### config.mk
export PLATFORM = sky130hd
export DESIGN_NAME = pulse_window_average_unit
export DESIGN_NICKNAME = d
export VERILOG_FILES = /design/src/rtl/pwa_pkg.sv /design/src/rtl/pwa_subunit.sv /design/src/rtl/pwa_ctrl.sv /design/src/rtl/pwa_datapath.sv /design/src/rtl/pulse_window_average_unit.sv
export SDC_FILE = /design/constraint.sdc
export NUM_CORES = 1
export LEC_CHECK = 0
export BUFFER_PORTS_ARGS = -buffer_cell sky130_fd_sc_hd__buf_2
export CORE_UTILIZATION = 45
export CTS_CLUSTER_DIAMETER = 150
export CTS_CLUSTER_SIZE = 25
export DETAILED_ROUTE_END_ITERATION = 8
export PLACE_DENSITY_LB_ADDON = 0.05
export SLEW_MARGIN = 20
export SYNTH_ARGS = -nofsm -noshare
export SYNTH_HDL_FRONTEND = slang
export SYNTH_HIERARCHICAL = 1
export SYNTH_SLANG_ARGS = --single-unit
### constraint.sdc
create_clock -name clk -period 7.6 [get_ports clk]
set_input_delay 1.52 -clock clk [delete_from_list [all_inputs] [get_ports clk]]
set_output_delay 1.52 -clock clk [all_outputs]
set_load 0.02 [all_outputs]
### src/rtl/pwa_pkg.sv
// ----------------------------------------------------------------------------
// Pulse window average package
// Widths, limits, register indexes, sequencer states and control structs.
// ----------------------------------------------------------------------------
`timescale 1ns / 1ps

package pwa_pkg;

    localparam int PULSE_W    = 16;
    localparam int SCALE_W    = 8;
    localparam int TOTAL_W    = 21;
    localparam int COUNT_W    = 6;
    localparam int AVG_W      = 10;
    localparam int PROD_W     = TOTAL_W + SCALE_W;
    localparam int LIM_W      = 16;
    localparam int QUO_W      = AVG_W;
    localparam int BIT_W      = $clog2(QUO_W);
    localparam int CFG_IDX_W  = 2;
    localparam int CFG_DATA_W = 16;

    localparam logic [CFG_IDX_W-1:0] CFG_SCALE     = 2'd0;
    localparam logic [CFG_IDX_W-1:0] CFG_MIN_PULSE = 2'd1;

    localparam logic [SCALE_W-1:0] SCALE_RST     = 8'd1;
    localparam logic [PULSE_W-1:0] MIN_PULSE_RST = 16'd12;

    localparam logic [TOTAL_W-1:0] TOTAL_MAX = {TOTAL_W{1'b1}};
    localparam logic [COUNT_W-1:0] COUNT_MAX = {COUNT_W{1'b1}};
    localparam logic [AVG_W-1:0]   AVG_LIMIT = 10'd999;
    // mean > 999 exactly when product >= 1000 * count
    localparam logic [LIM_W-1:0]   SAT_LIMIT = 16'd1000;

    typedef enum logic [2:0] {
        ST_IDLE,
        ST_CHECK,
        ST_MUL,
        ST_SATCHK,
        ST_DIV,
        ST_DONE
    } state_t;

    typedef struct packed {
        logic             accum;
        logic             mul_load;
        logic             sat_chk;
        logic             div_step;
        logic [BIT_W-1:0] bit_idx;
        logic             out_load;
    } pwa_ctl_t;

    typedef struct packed {
        logic close;
        logic empty;
        logic ge;
    } pwa_sts_t;

endpackage

### src/rtl/pwa_subunit.sv
// ----------------------------------------------------------------------------
// Shared compare and subtract unit
// Returns a >= b and a - b; used for the saturation test and every divide step.
// ----------------------------------------------------------------------------
`timescale 1ns / 1ps

module pwa_subunit
    import pwa_pkg::*;
(
    input  logic [PROD_W-1:0] a,
    input  logic [PROD_W-1:0] b,
    output logic              ge,
    output logic [PROD_W-1:0] diff
);

    logic [PROD_W:0] wide;

    assign wide = {1'b0, a} - {1'b0, b};
    assign ge   = ~wide[PROD_W];
    assign diff = wide[PROD_W-1:0];

endmodule

### src/rtl/pwa_ctrl.sv
// ----------------------------------------------------------------------------
// Pulse window average sequencer
// Steps accumulate, multiply, saturation test, divide and output load.
// ----------------------------------------------------------------------------
`timescale 1ns / 1ps

module pwa_ctrl
    import pwa_pkg::*;
(
    input  logic     clk,
    input  logic     rst_n,
    input  logic     in_valid,
    input  logic     out_stall,
    input  pwa_sts_t sts,
    output logic     in_stall,
    output logic     out_valid,
    output pwa_ctl_t ctl
);

    state_t           state_reg, state_next;
    logic [BIT_W-1:0] bit_reg, bit_next;
    logic             out_valid_reg, out_valid_next;

    always_ff @(posedge clk or negedge rst_n)
    begin
        if (!rst_n)
        begin
            state_reg     <= ST_IDLE;
            bit_reg       <= '0;
            out_valid_reg <= 1'b0;
        end
        else
        begin
            state_reg     <= state_next;
            bit_reg       <= bit_next;
            out_valid_reg <= out_valid_next;
        end
    end

    always_comb
    begin
        state_next     = state_reg;
        bit_next       = bit_reg;
        out_valid_next = out_valid_reg & out_stall;
        ctl            = '0;
        ctl.bit_idx    = bit_reg;
        case (state_reg)
            ST_IDLE:
            begin
                if (in_valid)
                begin
                    ctl.accum  = 1'b1;
                    state_next = ST_CHECK;
                end
            end
            ST_CHECK:
            begin
                if (!sts.close)
                    state_next = ST_IDLE;
                else if (sts.empty)
                    state_next = ST_DONE;
                else
                    state_next = ST_MUL;
            end
            ST_MUL:
            begin
                ctl.mul_load = 1'b1;
                state_next   = ST_SATCHK;
            end
            ST_SATCHK:
            begin
                ctl.sat_chk = 1'b1;
                if (sts.ge)
                    state_next = ST_DONE;
                else
                begin
                    state_next = ST_DIV;
                    bit_next   = BIT_W'(QUO_W - 1);
                end
            end
            ST_DIV:
            begin
                // one quotient bit per cycle, msb first
                ctl.div_step = 1'b1;
                if (bit_reg == '0)
                    state_next = ST_DONE;
                else
                    bit_next = bit_reg - BIT_W'(1);
            end
            ST_DONE:
            begin
                // wait for the output register to free up
                if (!out_valid_reg || !out_stall)
                begin
                    ctl.out_load   = 1'b1;
                    out_valid_next = 1'b1;
                    state_next     = ST_IDLE;
                end
            end
            default:
            begin
                state_next = ST_IDLE;
            end
        endcase
    end

    assign in_stall  = (state_reg != ST_IDLE);
    assign out_valid = out_valid_reg;

endmodule

### src/rtl/pwa_datapath.sv
// ----------------------------------------------------------------------------
// Pulse window average datapath
// Window accumulator, product and remainder registers, output register.
// ----------------------------------------------------------------------------
`timescale 1ns / 1ps

module pwa_datapath
    import pwa_pkg::*;
#(
    parameter int WINDOW_SLOTS = 32,
    parameter int DROPOUT_SKIP = 4
)
(
    input  logic               clk,
    input  logic               rst_n,
    input  pwa_ctl_t           ctl,
    input  logic [PULSE_W-1:0] pulse,
    input  logic [SCALE_W-1:0] scale,
    input  logic [PULSE_W-1:0] min_pulse,
    output pwa_sts_t           sts,
    output logic [AVG_W-1:0]   average,
    output logic               empty_window,
    output logic               saturated
);

    localparam int SLOT_W = $clog2(WINDOW_SLOTS);
    localparam int POS_W  = $clog2(WINDOW_SLOTS + DROPOUT_SKIP + 1);

    localparam logic [POS_W-1:0] SKIP_STEP = POS_W'(DROPOUT_SKIP + 1);
    localparam logic [POS_W-1:0] WIN_END   = POS_W'(WINDOW_SLOTS);

    logic [SLOT_W-1:0]  pos_reg;
    logic               close_reg;
    logic [TOTAL_W-1:0] total_reg;
    logic [COUNT_W-1:0] count_reg;
    logic [PROD_W-1:0]  rem_reg;
    logic [LIM_W-1:0]   lim_reg;
    logic [QUO_W-1:0]   quo_reg;
    logic               over_reg;
    logic [AVG_W-1:0]   average_reg;
    logic               empty_reg;
    logic               sat_reg;

    logic [POS_W-1:0]   pos_sum;
    logic               close_now;
    logic               counted;
    logic [TOTAL_W:0]   total_sum;
    logic [TOTAL_W-1:0] total_upd;
    logic [COUNT_W-1:0] count_upd;
    logic [PROD_W-1:0]  product;
    logic [LIM_W-1:0]   limit;
    logic [PROD_W-1:0]  op_b;
    logic [PROD_W-1:0]  diff;
    logic               ge;
    logic               empty;

    // a dropout moves the position on by the skip plus its own slot
    assign pos_sum   = POS_W'(pos_reg) + ((pulse == '0) ? SKIP_STEP : POS_W'(1));
    assign close_now = (pos_sum >= WIN_END);
    assign counted   = (pulse > min_pulse);
    assign total_sum = {1'b0, total_reg} + (TOTAL_W + 1)'(pulse);
    assign total_upd = total_sum[TOTAL_W] ? TOTAL_MAX : total_sum[TOTAL_W-1:0];
    assign count_upd = (count_reg == COUNT_MAX) ? count_reg : count_reg + COUNT_W'(1);
    assign empty     = (count_reg == '0);

    assign product = total_reg * scale;
    assign limit   = count_reg * SAT_LIMIT;

    assign op_b = ctl.sat_chk ? PROD_W'(lim_reg) : (PROD_W'(count_reg) << ctl.bit_idx);

    pwa_subunit u_sub (
        .a    (rem_reg),
        .b    (op_b),
        .ge   (ge),
        .diff (diff)
    );

    always_ff @(posedge clk or negedge rst_n)
    begin
        if (!rst_n)
        begin
            pos_reg   <= '0;
            close_reg <= 1'b0;
            total_reg <= '0;
            count_reg <= '0;
        end
        else
        begin
            if (ctl.accum)
            begin
                // excess past the window end is dropped
                pos_reg   <= close_now ? '0 : pos_sum[SLOT_W-1:0];
                close_reg <= close_now;
                if (counted)
                begin
                    total_reg <= total_upd;
                    count_reg <= count_upd;
                end
            end
            if (ctl.out_load)
            begin
                total_reg <= '0;
                count_reg <= '0;
            end
        end
    end

    always_ff @(posedge clk)
    begin
        if (ctl.mul_load)
        begin
            rem_reg  <= product;
            lim_reg  <= limit;
            quo_reg  <= '0;
            over_reg <= 1'b0;
        end
        if (ctl.sat_chk)
            over_reg <= ge;
        if (ctl.div_step && ge)
        begin
            rem_reg               <= diff;
            quo_reg[ctl.bit_idx]  <= 1'b1;
        end
        if (ctl.out_load)
        begin
            average_reg <= empty ? '0 : (over_reg ? AVG_LIMIT : quo_reg);
            empty_reg   <= empty;
            sat_reg     <= over_reg & ~empty;
        end
    end

    assign sts.close    = close_reg;
    assign sts.empty    = empty;
    assign sts.ge       = ge;
    assign average      = average_reg;
    assign empty_window = empty_reg;
    assign saturated    = sat_reg;

endmodule

### src/rtl/pulse_window_average_unit.sv
// ----------------------------------------------------------------------------
// Pulse window average unit
// Windowed, scaled mean of pulse-width readings with saturation at 999.
// ----------------------------------------------------------------------------
// Usage:
//   Input: one pulse reading per beat on in_valid/in_stall. A zero reading is
//   a dropout worth DROPOUT_SKIP + 1 slots; any other reading is one slot.
//   Output: one beat per closed window on out_valid/out_stall carrying
//   average, empty_window and saturated.
//   Config: cfg_valid/cfg_ready write scale (index 0) or min_pulse (index 1)
//   from cfg_data; cfg_ready is always high, other indexes are ignored.
// Sequence:
//   A reading that does not close the window passes the check back to idle.
//   A closing window goes from check to output load if empty; else through
//   multiply and saturation compare to output load if clamped, or through 10
//   divide steps on the shared subtractor first. No reading is taken until idle.
// Reset:
//   Window state clears, scale resets to 1 and min_pulse to 12.
// Back-pressure:
//   A result waits in the output register while out_stall is high and the
//   next reading is still taken; a second result waits until the first
//   has gone.
// ----------------------------------------------------------------------------
`timescale 1ns / 1ps

module pulse_window_average_unit
    import pwa_pkg::*;
#(
    parameter int WINDOW_SLOTS = 32,
    parameter int DROPOUT_SKIP = 4
)
(
    input  logic                  clk,
    input  logic                  rst_n,
    input  logic                  in_valid,
    output logic                  in_stall,
    input  logic [PULSE_W-1:0]    pulse,
    output logic                  out_valid,
    input  logic                  out_stall,
    output logic [AVG_W-1:0]      average,
    output logic                  empty_window,
    output logic                  saturated,
    input  logic                  cfg_valid,
    output logic                  cfg_ready,
    input  logic [CFG_IDX_W-1:0]  cfg_index,
    input  logic [CFG_DATA_W-1:0] cfg_data
);

    logic [SCALE_W-1:0] scale_reg;
    logic [PULSE_W-1:0] min_pulse_reg;
    pwa_ctl_t           ctl;
    pwa_sts_t           sts;

    assign cfg_ready = 1'b1;

    always_ff @(posedge clk or negedge rst_n)
    begin
        if (!rst_n)
        begin
            scale_reg     <= SCALE_RST;
            min_pulse_reg <= MIN_PULSE_RST;
        end
        else if (cfg_valid && cfg_ready)
        begin
            case (cfg_index)
                CFG_SCALE:     scale_reg     <= cfg_data[SCALE_W-1:0];
                CFG_MIN_PULSE: min_pulse_reg <= cfg_data[PULSE_W-1:0];
                default:       ;
            endcase
        end
    end

    pwa_ctrl u_ctrl (
        .clk       (clk),
        .rst_n     (rst_n),
        .in_valid  (in_valid),
        .out_stall (out_stall),
        .sts       (sts),
        .in_stall  (in_stall),
        .out_valid (out_valid),
        .ctl       (ctl)
    );

    pwa_datapath #(
        .WINDOW_SLOTS (WINDOW_SLOTS),
        .DROPOUT_SKIP (DROPOUT_SKIP)
    ) u_datapath (
        .clk          (clk),
        .rst_n        (rst_n),
        .ctl          (ctl),
        .pulse        (pulse),
        .scale        (scale_reg),
        .min_pulse    (min_pulse_reg),
        .sts          (sts),
        .average      (average),
        .empty_window (empty_window),
        .saturated    (saturated)
    );

endmodule

# Word level (Yosys, flattened, before mapping)
# Index checks and enable logic that the tools add are counted.
# classes
muxes	39
order_cmp	4
bitwise	5
reduce_logical	23
n_addsub	5
multipliers	2
shift	1
n_eq_ne	13
# ops
operator	count
29-bit 2-to-1 mux	3
21-bit 2-to-1 mux	4
10-bit 2-to-1 mux	3
29-bit by 29-bit subtractor with 30-bit output	1
21-bit by 8-bit multiplier with 29-bit output	1
6-bit by 4-bit left shift with 29-bit output	1
6-bit 2-to-1 mux	4
21-bit by 16-bit adder with 22-bit output	1
3-bit 2-to-1 mux	6
3-bit case mux with 6 select lines	1
16-bit > comparator	1
16-bit logical NOT	1
6-bit by 7-bit multiplier with 13-bit output, second input constant	1
1-bit 2-to-1 mux	13
10-bit bitwise OR	1
2-bit nonzero test	5
3-bit AND reduction	3
4-bit 2-to-1 mux	2
4-bit case mux with 2 select lines	1
5-bit by 6-bit adder with 6-bit output	1
6-bit by 1-bit adder with 6-bit output, second input constant	1
3-bit by 2-bit == test with 1-bit output, second input constant	2
3-bit == test, second input constant	2
6-bit == test, second input constant	1
22 further kinds	32
# word_totals
elab_cells	109
out_inout_bits	15
input_bits	39
regBits	130

# Logic depth before layout (Yosys ltp)
# Gate-level depths: netlist of run 1.
# logic_depth
depth_word	7
mapped_depth	21
depth_no_buf	18

# Cells and area by module
# The synthesis of run 1 kept the hierarchy.
# by_module_without_submodules
module	instances	cells_each	area_each_um2
pwa_datapath	1	1322	11762.5
pwa_subunit	1	280	1818.0
pulse_window_average_unit	1	53	935.9
pwa_ctrl	1	60	499.2

# Worst setup path after synthesis of run 1
# OpenSTA, ideal clock, no wires.
# synth_timing
kind	reg2reg
from	register scale_reg[7]
to	register u_datapath.rem_reg[27] (data pin)
t_arrival_ns	4.562
period_less_slack_ns	4.819
setup_slack_ns	2.781
setup_time_ns	0.257
stages_incl_launch_ff	18
path_cell_list	dfrtp_1 -> clkbuf_1 -> and2_1 -> fa_1 -> fa_1 -> fa_1 -> inv_1 -> fa_1 -> inv_1 -> ha_1 -> buf_2 -> nand3_1 -> nor2_1 -> o211ai_1 -> nand4_1 -> nand2_1 -> or4_1 -> a32o_1
# synth_between
elab_chain_cells	3
# synth_rtl
item	line	rtl
from (decl)	pulse_window_average_unit.sv:49	logic [SCALE_W-1:0] scale_reg;
from (signal assigned)	pulse_window_average_unit.sv:66	CFG_SCALE: scale_reg <= cfg_data[SCALE_W-1:0];
21-bit by 8-bit multiplier with 29-bit output	pwa_datapath.sv:66	assign product = total_reg * scale;
29-bit 2-to-1 mux	pwa_datapath.sv:110	if (ctl.mul_load)
29-bit 2-to-1 mux	pwa_datapath.sv:119	if (ctl.div_step && ge)
to (signal assigned)	pwa_datapath.sv:112	rem_reg <= product;
to (signal assigned)	pwa_datapath.sv:121	rem_reg <= diff;
to (decl)	pwa_datapath.sv:36	logic [PROD_W-1:0] rem_reg;
# Every way passes these cells. The select of a mux whose other input is x is not followed.
# A chain may end at the register's enable or synchronous reset.

# Worst setup path in the final report of run 1
# layout_timing
from	register scale_reg[7]
to	register u_datapath.rem_reg[26] (data pin)
# Same word-level chain as after synthesis.

==> run summary, run 1 <==
simple-gate share of the synthesized area - 18.62%
share of synthesized registers carrying an async set or reset - 50.00%
share of the synthesized area in compound gates (AO/OA/AOI/OAI) - 13.94%
starting density of the core - 45.92%
Total Routing Usage GR - 24.25%
share of final-layout standard cells stronger than drive strength 1 - 8.122%
Max Clk Rate - 176.2 MHz
Gates resized, CTS repair - 0
Avg WL per Cell - 17.93 µm
violated checks - design-rule violations
unrepaired setup endpoints after global routing - false
vertical extent of the die - 184.7 µm
post-synth design cell area - 0.01502 mm²
Synth cell types - 77
routed via count - 11680
Final Hold Violating Endpoints - 0
number of flip-flops under the largest register name - 29
number of cell rows - 66
final weighted congestion of routability-driven global placement - 0.8962
cell count after synthesis - 1715
min-delay worst type - reg2reg
setup slack on the worst flop-to-flop path - 1.92 ns
fraction of the yosys area taken by sequential cells - 23.19%
cell count of the worst reg-to-reg path - 16
path type of the worst setup path - reg2reg
drt total wl - 39.05 mm
DRC marker count from the first detailed-route iteration - 619
source of the worst register-to-register timing path - scale_reg[7]
TNS Setup - 0 ns
biggest fanout along the worst timing path - 22
area share of the largest cell type after synthesis - 17.20%
multi-input logic area - 0.01030 mm²
overall overflow remaining after global route - 0
Final period util - 74.68%
total I/O pin count - 54
post-layout min period - 5.676 ns
CTS root buffer - clkbuf_16
htree depth - 4
CP endpoint - u_datapath/rem_reg[26]
most used standard cells in the synthesized netlist - 244 x inv_1, 155 x nand2_1, 138 x ha_1, 133 x and2_1, 129 x fa_1
Post-route DRC - 1
worst path arrival time - 5.85 ns
cell type with the highest aggregate area in the netlist - fa_1
TritonCTS sink count - 130
via count normalized by instance count - 5.360
layout net count - 2029
fin. max-slew vios - 0
number of max-cap violations - 0
largest buffer count on any clock path - 2
EDFF count, synth - 55
top cells by area in the synthesized netlist - fa_1 17%, ha_1 11%, edfxtp_1 11%
Max Clock Skew - 0.01821 ns
required time reported for the critical path endpoint - 7.77 ns
startpoint of the worst hold path - u_datapath/quo_reg[9]
Setup Viol. Count Final - 0
slew at the pin closest to its max-slew limit - 0.9041 ns
destination of the worst register-to-register timing path - u_datapath/rem_reg[26]
Std-Cell Core Area - 0.03270 mm²
count of yosys warnings during synthesis - 6
syn_area_per_cell - 8.755 µm²
total of hold buffers inserted after clock tree synthesis - 0
Area Growth Syn to Fin - 7.650%
Die ar. - 0.03410 mm²
total clock buffers created by CTS - 17
clock insertion delay at the later pin of the skew report - 0.45 ns
Post-CTS Setup Inserts - 0
Synth Area in Adders - 28.70%
share of synthesized area spent on multiplexers - 2.625%
critical path launch point type - register
Antenna Cells - 0
most instantiated library cell after synthesis - inv_1
count of antenna-violating nets left after detailed routing - 0
first-pass GRT wire length - 63.34 mm
area taken by flip-flops and latches - 0.003482 mm²
vias in the first global route - 11740
Filler Cells Inserted - 3275
endpoint class of the critical path - register
synthesis-stage register bit count - 130
IO buf count - 52
launching instance or port of the critical path - scale_reg[7]
xor and xnor area share after synthesis - 4.375%
first-pass detailed-route iteration total - 7
clock tree from TritonCTS - yes
Slew HR - 39.73%
Chip Width - 184.7 µm
number of antenna violations at the first check in global routing - 0
detailed placement HPWL - 30.64 mm
outcome - finished, violations left
leading register cell type out of synthesis - dfrtp_1
clock input transition at the sequential cells of the worst setup and hold paths - 0.06 ns
largest net degree at the start of global routing - 66
dominant combinational cell family by area after synthesis - adder cells
[cell type report]
| type | instances | share of cell area (%) |
|---|---|---|
| Clock buffer | 18 | 2.787 |
| Multi-Input combinational cell | 1270 | 63.72 |
| Clock inverter | 14 | 0.7818 |
| Inverter | 245 | 5.689 |
| Timing Repair Buffer | 59 | 2.059 |
| Tap cell | 442 | 3.421 |
| Sequential cell | 130 | 21.54 |
[placed cells by master, fill, tap and decap left out, drive strengths merged, types with 32 or more instances in the layout]
master | synthesis | final
inv | 245 | 249
nand2 | 155 | 155
ha | 138 | 138
and2 | 133 | 133
fa | 129 | 129
a21oi | 112 | 112
nor2 | 100 | 100
o21ai | 67 | 67
dfrtp | 62 | 62
buf | 22 | 59
edfxtp | 55 | 55
xnor2 | 45 | 45
nand3 | 34 | 34
a21o | 32 | 32
[critical path, stage by stage, from the launching register on]
cell	delay, ns
dfrtp_1	0.77
nand2_1	0.17
fa_1	0.54
fa_1	0.55
inv_1	0.06
fa_1	0.54
inv_1	0.06
fa_1	0.54
inv_1	0.05
ha_1	0.35
nand4_1	0.16
a21boi_0	0.51
o21ai_0	0.22
a31oi_1	0.40
a41oi_1	0.21
xor2_1	0.19
a21oi_1	0.08
[worst min path at each step]
stage               depth (start not counted)                     to  slack [ns]
floorplan                                   2  u_datapath/quo_reg[9]        0.44
global placement                            2  u_datapath/quo_reg[7]        0.45
detailed placement                          2  u_datapath/quo_reg[9]        0.45
CTS                                         2  u_datapath/quo_reg[9]        0.46
global route                                2  u_datapath/quo_reg[7]        0.48
finish                                      2  u_datapath/quo_reg[9]        0.46
[metrics by stage]
step           area (µm²)  utilization, %  worst slack (ns)  hold slack [ns]  instances
3_5_place_dp        15560           47.58             1.914           0.4525       2145
5_1_grt             16160           49.43             1.546           0.4799       2178
3_3_place_gp        15560           47.58             1.992           0.4545       2145
2_1_floorplan       15040               -             2.781           0.4398       1722
6_report            16160           49.43             1.924           0.4577       2178
4_1_cts             16140           49.34             1.914           0.4619       2177
[layer usage]
layer | vias to the layer above | global-route usage, % | wire [µm]
met2 | 243 | 39.20 | 17770
met1 | 5640 | 32.97 | 18910
li1 | 5749 | - | -
met5 | - | 0 | 0
met3 | 43 | 3.675 | 1357
met4 | 0 | 8.430 | 1017
[cell families after synthesis]
group | Yosys count
other | 2
buffers and inverters | 322
adder cells (fa/ha/maj) | 267
multiplexers | 36
XOR/XNOR | 75
flip-flops | 130
AND/OR/NAND/NOR | 547
AO/OA/AOI/OAI | 336
Power of run 1 is not shown: default switching activity piles up to over one toggle a cycle in this logic, so the estimate is an artifact.
==> run 2, diff against run 1 <==
Settings changed: ABC_AREA from default to 1.
Clock period 7.6 ns to 5.3 ns, I/O delays scaled along.
==> run summary, run 2 <==
Chip Width - 194.6 µm
Int Pwr - 0.004723 W
startpoint of the worst hold path - min_pulse_reg[2]
most instantiated library cell after synthesis - nand2_1
most common library cell in the layout ignoring fill and taps - nand2_1
layout net count - 2796
list of cells traversed by the critical path - buf_4 > nand2_1 > fa_1 > inv_1 > fa_1 > fa_1 > inv_1 > fa_1 > inv_1 > ha_1 > nand2_1 > nor2_1 > and2_1 > nand4_1 > nand3_1 > nand2_1 > nand3_1 > nand2_1
share of final-layout standard cells stronger than drive strength 1 - 7.671%
destination of the worst register-to-register timing path - u_datapath/rem_reg[23]
number of cell rows - 70
number of max-cap violations - 0
delay of the slowest cell on the worst path - 0.68 ns
count of antenna-violating nets left after detailed routing - 0
hold-critical path depth - 2
leakage power - 10.58 nW
clock insertion delay at the later pin of the skew report - 0.44 ns
cell type with the highest aggregate area in the netlist - nand2_1
top cells by area in the synthesized netlist - nand2_1 19%, fa_1 15%, inv_1 12%
EDFF count, synth - 55
total power divided by cell area - 565.1 mW/mm²
Area Growth Syn to Fin - 8.093%
Die ar. - 0.03788 mm²
IO buf count - 52
number of flip-flops under the largest register name - 29
required time reported for the critical path endpoint - 5.48 ns
Final period util - 94.24%
routed via count - 14720
cell count of the worst reg-to-reg path - 18
vias in the first global route - 14580
area share of the largest cell type after synthesis - 18.53%
Avg WL per Cell - 14.99 µm
part of the power in registers - 19.4%
Slew HR - 38.06%
Top Usage Layer GRT - met2
drt total wl - 44.54 mm
number of antenna violations at the first check in global routing - 0
syn_area_per_cell - 6.809 µm²
synthesis-stage register bit count - 130
fraction of the yosys area taken by sequential cells - 20.86%
Post-CTS Setup Inserts - 0
total of hold buffers inserted after clock tree synthesis - 0
Antenna Cells - 0
overall power after layout - 0.01020 W
cell with the biggest individual delay on the critical path - dfrtp_1
share of synthesized registers carrying an async set or reset - 50.00%
Max Clock Skew - 0.01654 ns
final weighted congestion of routability-driven global placement - 0.9323
clock tree from TritonCTS - yes
first-pass GRT wire length - 73.74 mm
overall overflow remaining after global route - 0
unrepaired setup endpoints after global routing - false
TNS Setup - 0 ns
worst ir drop on vdd - 340.3 µV
Final Hold Violating Endpoints - 0
fin. max-slew vios - 0
Switching Share - 53.69%
largest net degree at the start of global routing - 47
P_sw - 0.005475 W
worst path arrival time - 5.17 ns
cell count after synthesis - 2452
Synth cell types - 53
met1 track demand over resource in global routing - 33.93%
count of yosys warnings during synthesis - 6
biggest fanout along the worst timing path - 13
starting density of the core - 45.71%
source of the worst register-to-register timing path - scale_reg[6]
outcome - completed
Std-Cell Core Area - 0.03652 mm²
Gates resized, CTS repair - 0
post-layout min period - 4.995 ns
Post-route DRC - 0
min-delay worst type - reg2reg
Total Routing Usage GR - 24.55%
htree depth - 4
most used standard cells in the synthesized netlist - 824 x nand2_1, 544 x inv_1, 138 x ha_1, 129 x fa_1, 128 x nor2_1
post-synth design cell area - 0.01670 mm²
slew at the pin closest to its max-slew limit - 0.9280 ns
worst-case hold path end point - min_pulse_reg[2]
number of placed instances, taps included - 2939
via count normalized by instance count - 4.954
Worst Slack Setup Final - 0.3052 ns
DRC marker count from the first detailed-route iteration - 737
combinational fraction of design power - 69.0%
first-pass detailed-route iteration total - 5
leading register cell type out of synthesis - dfrtp_1
category of cells accounting for the largest share of critical-path delay - adder cells
GRT met3 Usage - 2.499%
TritonCTS sink count - 130
total I/O pin count - 54
path type of the worst setup path - reg2reg
met2 GRT Util - 39.65%
Setup Viol. Count Final - 0
total clock buffers created by CTS - 17
setup slack on the worst flop-to-flop path - 0.31 ns
post-placement setup slack - 0.1931 ns
instance count on the critical path - 18
count of buffer and inverter cells on the critical path - 4
smallest hold slack - 0.4601 ns
critical path launch point type - register
detailed placement HPWL - 37.01 mm
CTS root buffer - clkbuf_16
clock input transition at the sequential cells of the worst setup and hold paths - 0.06 ns
clock group share of total power - 11.7%
leading cell types in the layout, fill and taps excluded - 824 x nand2_1, 544 x inv_1, 138 x ha_1
Max Clk Rate - 200.2 MHz
largest buffer count on any clock path - 2
Layout Cells excl Fill - 2971
vertical extent of the die - 194.6 µm
endpoint class of the critical path - register
-- run 2: cell types whose count changed in the layout (fill, tap and decap cells not counted), sizes merged, moves of 30 or more --
cell | before | now
nand2 | 155 | 845
nand3 | 34 | 132
and2 | 133 | 4
inv | 249 | 569
nor2 | 100 | 141
xnor2 | 45 | 14
a21o | 32 | 2
-- run 2: how the worst max path moves through the flow --
stage                                   endpoint                     start
final                     u_datapath/rem_reg[23]              scale_reg[6]
after global routing      u_datapath/rem_reg[23]              scale_reg[5]
after CTS                 u_datapath/rem_reg[23]              scale_reg[7]
after detailed placement  u_datapath/rem_reg[23]              scale_reg[7]
after global placement    u_datapath/rem_reg[23]              scale_reg[7]
after floorplan           u_datapath/rem_reg[23]  u_datapath/total_reg[16]
-- run 2: cell type report --
type | instances | area (µm²)
Clock buffer | 17 | 425.4
Clock inverter | 15 | 160.2
Fill cell | 3754 | 18480
Inverter | 559 | 2101
Multi-Input combinational cell | 1702 | 10820
Sequential cell | 130 | 3483
Tap cell | 468 | 585.6
Timing Repair Buffer | 80 | 470.5
-- run 2: logic make-up after synthesis --
family | after synthesis | share of synthesized area [%]
and+or+nand+nor | 1192 | 30.31
buffers and inverters | 627 | 14.51
adders and majority gates | 267 | 25.81
AOI/OAI and AO/OA | 190 | 6.153
DFF | 130 | 20.86
xor gates and xnor gates | 43 | 2.256
other | 2 | 0.04498
muxes | 1 | 0.05995
-- run 2: per-layer routing --
metal / wire, µm / vias up / share of wire, %
li1: - / 7525 / -
met1: 21550 / 6828 / 48
met2: 20050 / 288 / 45
met3: 1375 / 78 / 3.1
met4: 1555 / 0 / 3.5
met5: 0 / - / 0
-- run 2: worst min-delay path: stages (launching register included) --
cell and delay, ns:
dfstp_2 0.37, nand2_1 0.05, nand2_1 0.04
-- run 2: per-stage QoR --
step	utilization, %	instance area (µm²)
2_1_floorplan	-	16720
3_3_place_gp	47.81	17460
3_5_place_dp	47.81	17460
4_1_cts	49.41	18050
5_1_grt	49.41	18050
6_report	49.41	18050
-- run 2: power groups by stage --
stage                     combinational, W  sequential (W)  clock, W
after floorplan                    0.00545         0.00173         0
after global placement             0.00695         0.00199         0
after detailed placement           0.00701         0.00199         0
after CTS                          0.00707         0.00197   0.00122
after global routing               0.00813         0.00202   0.00127
final                              0.00703         0.00198   0.00119
Power figures use the tool's default switching activity.
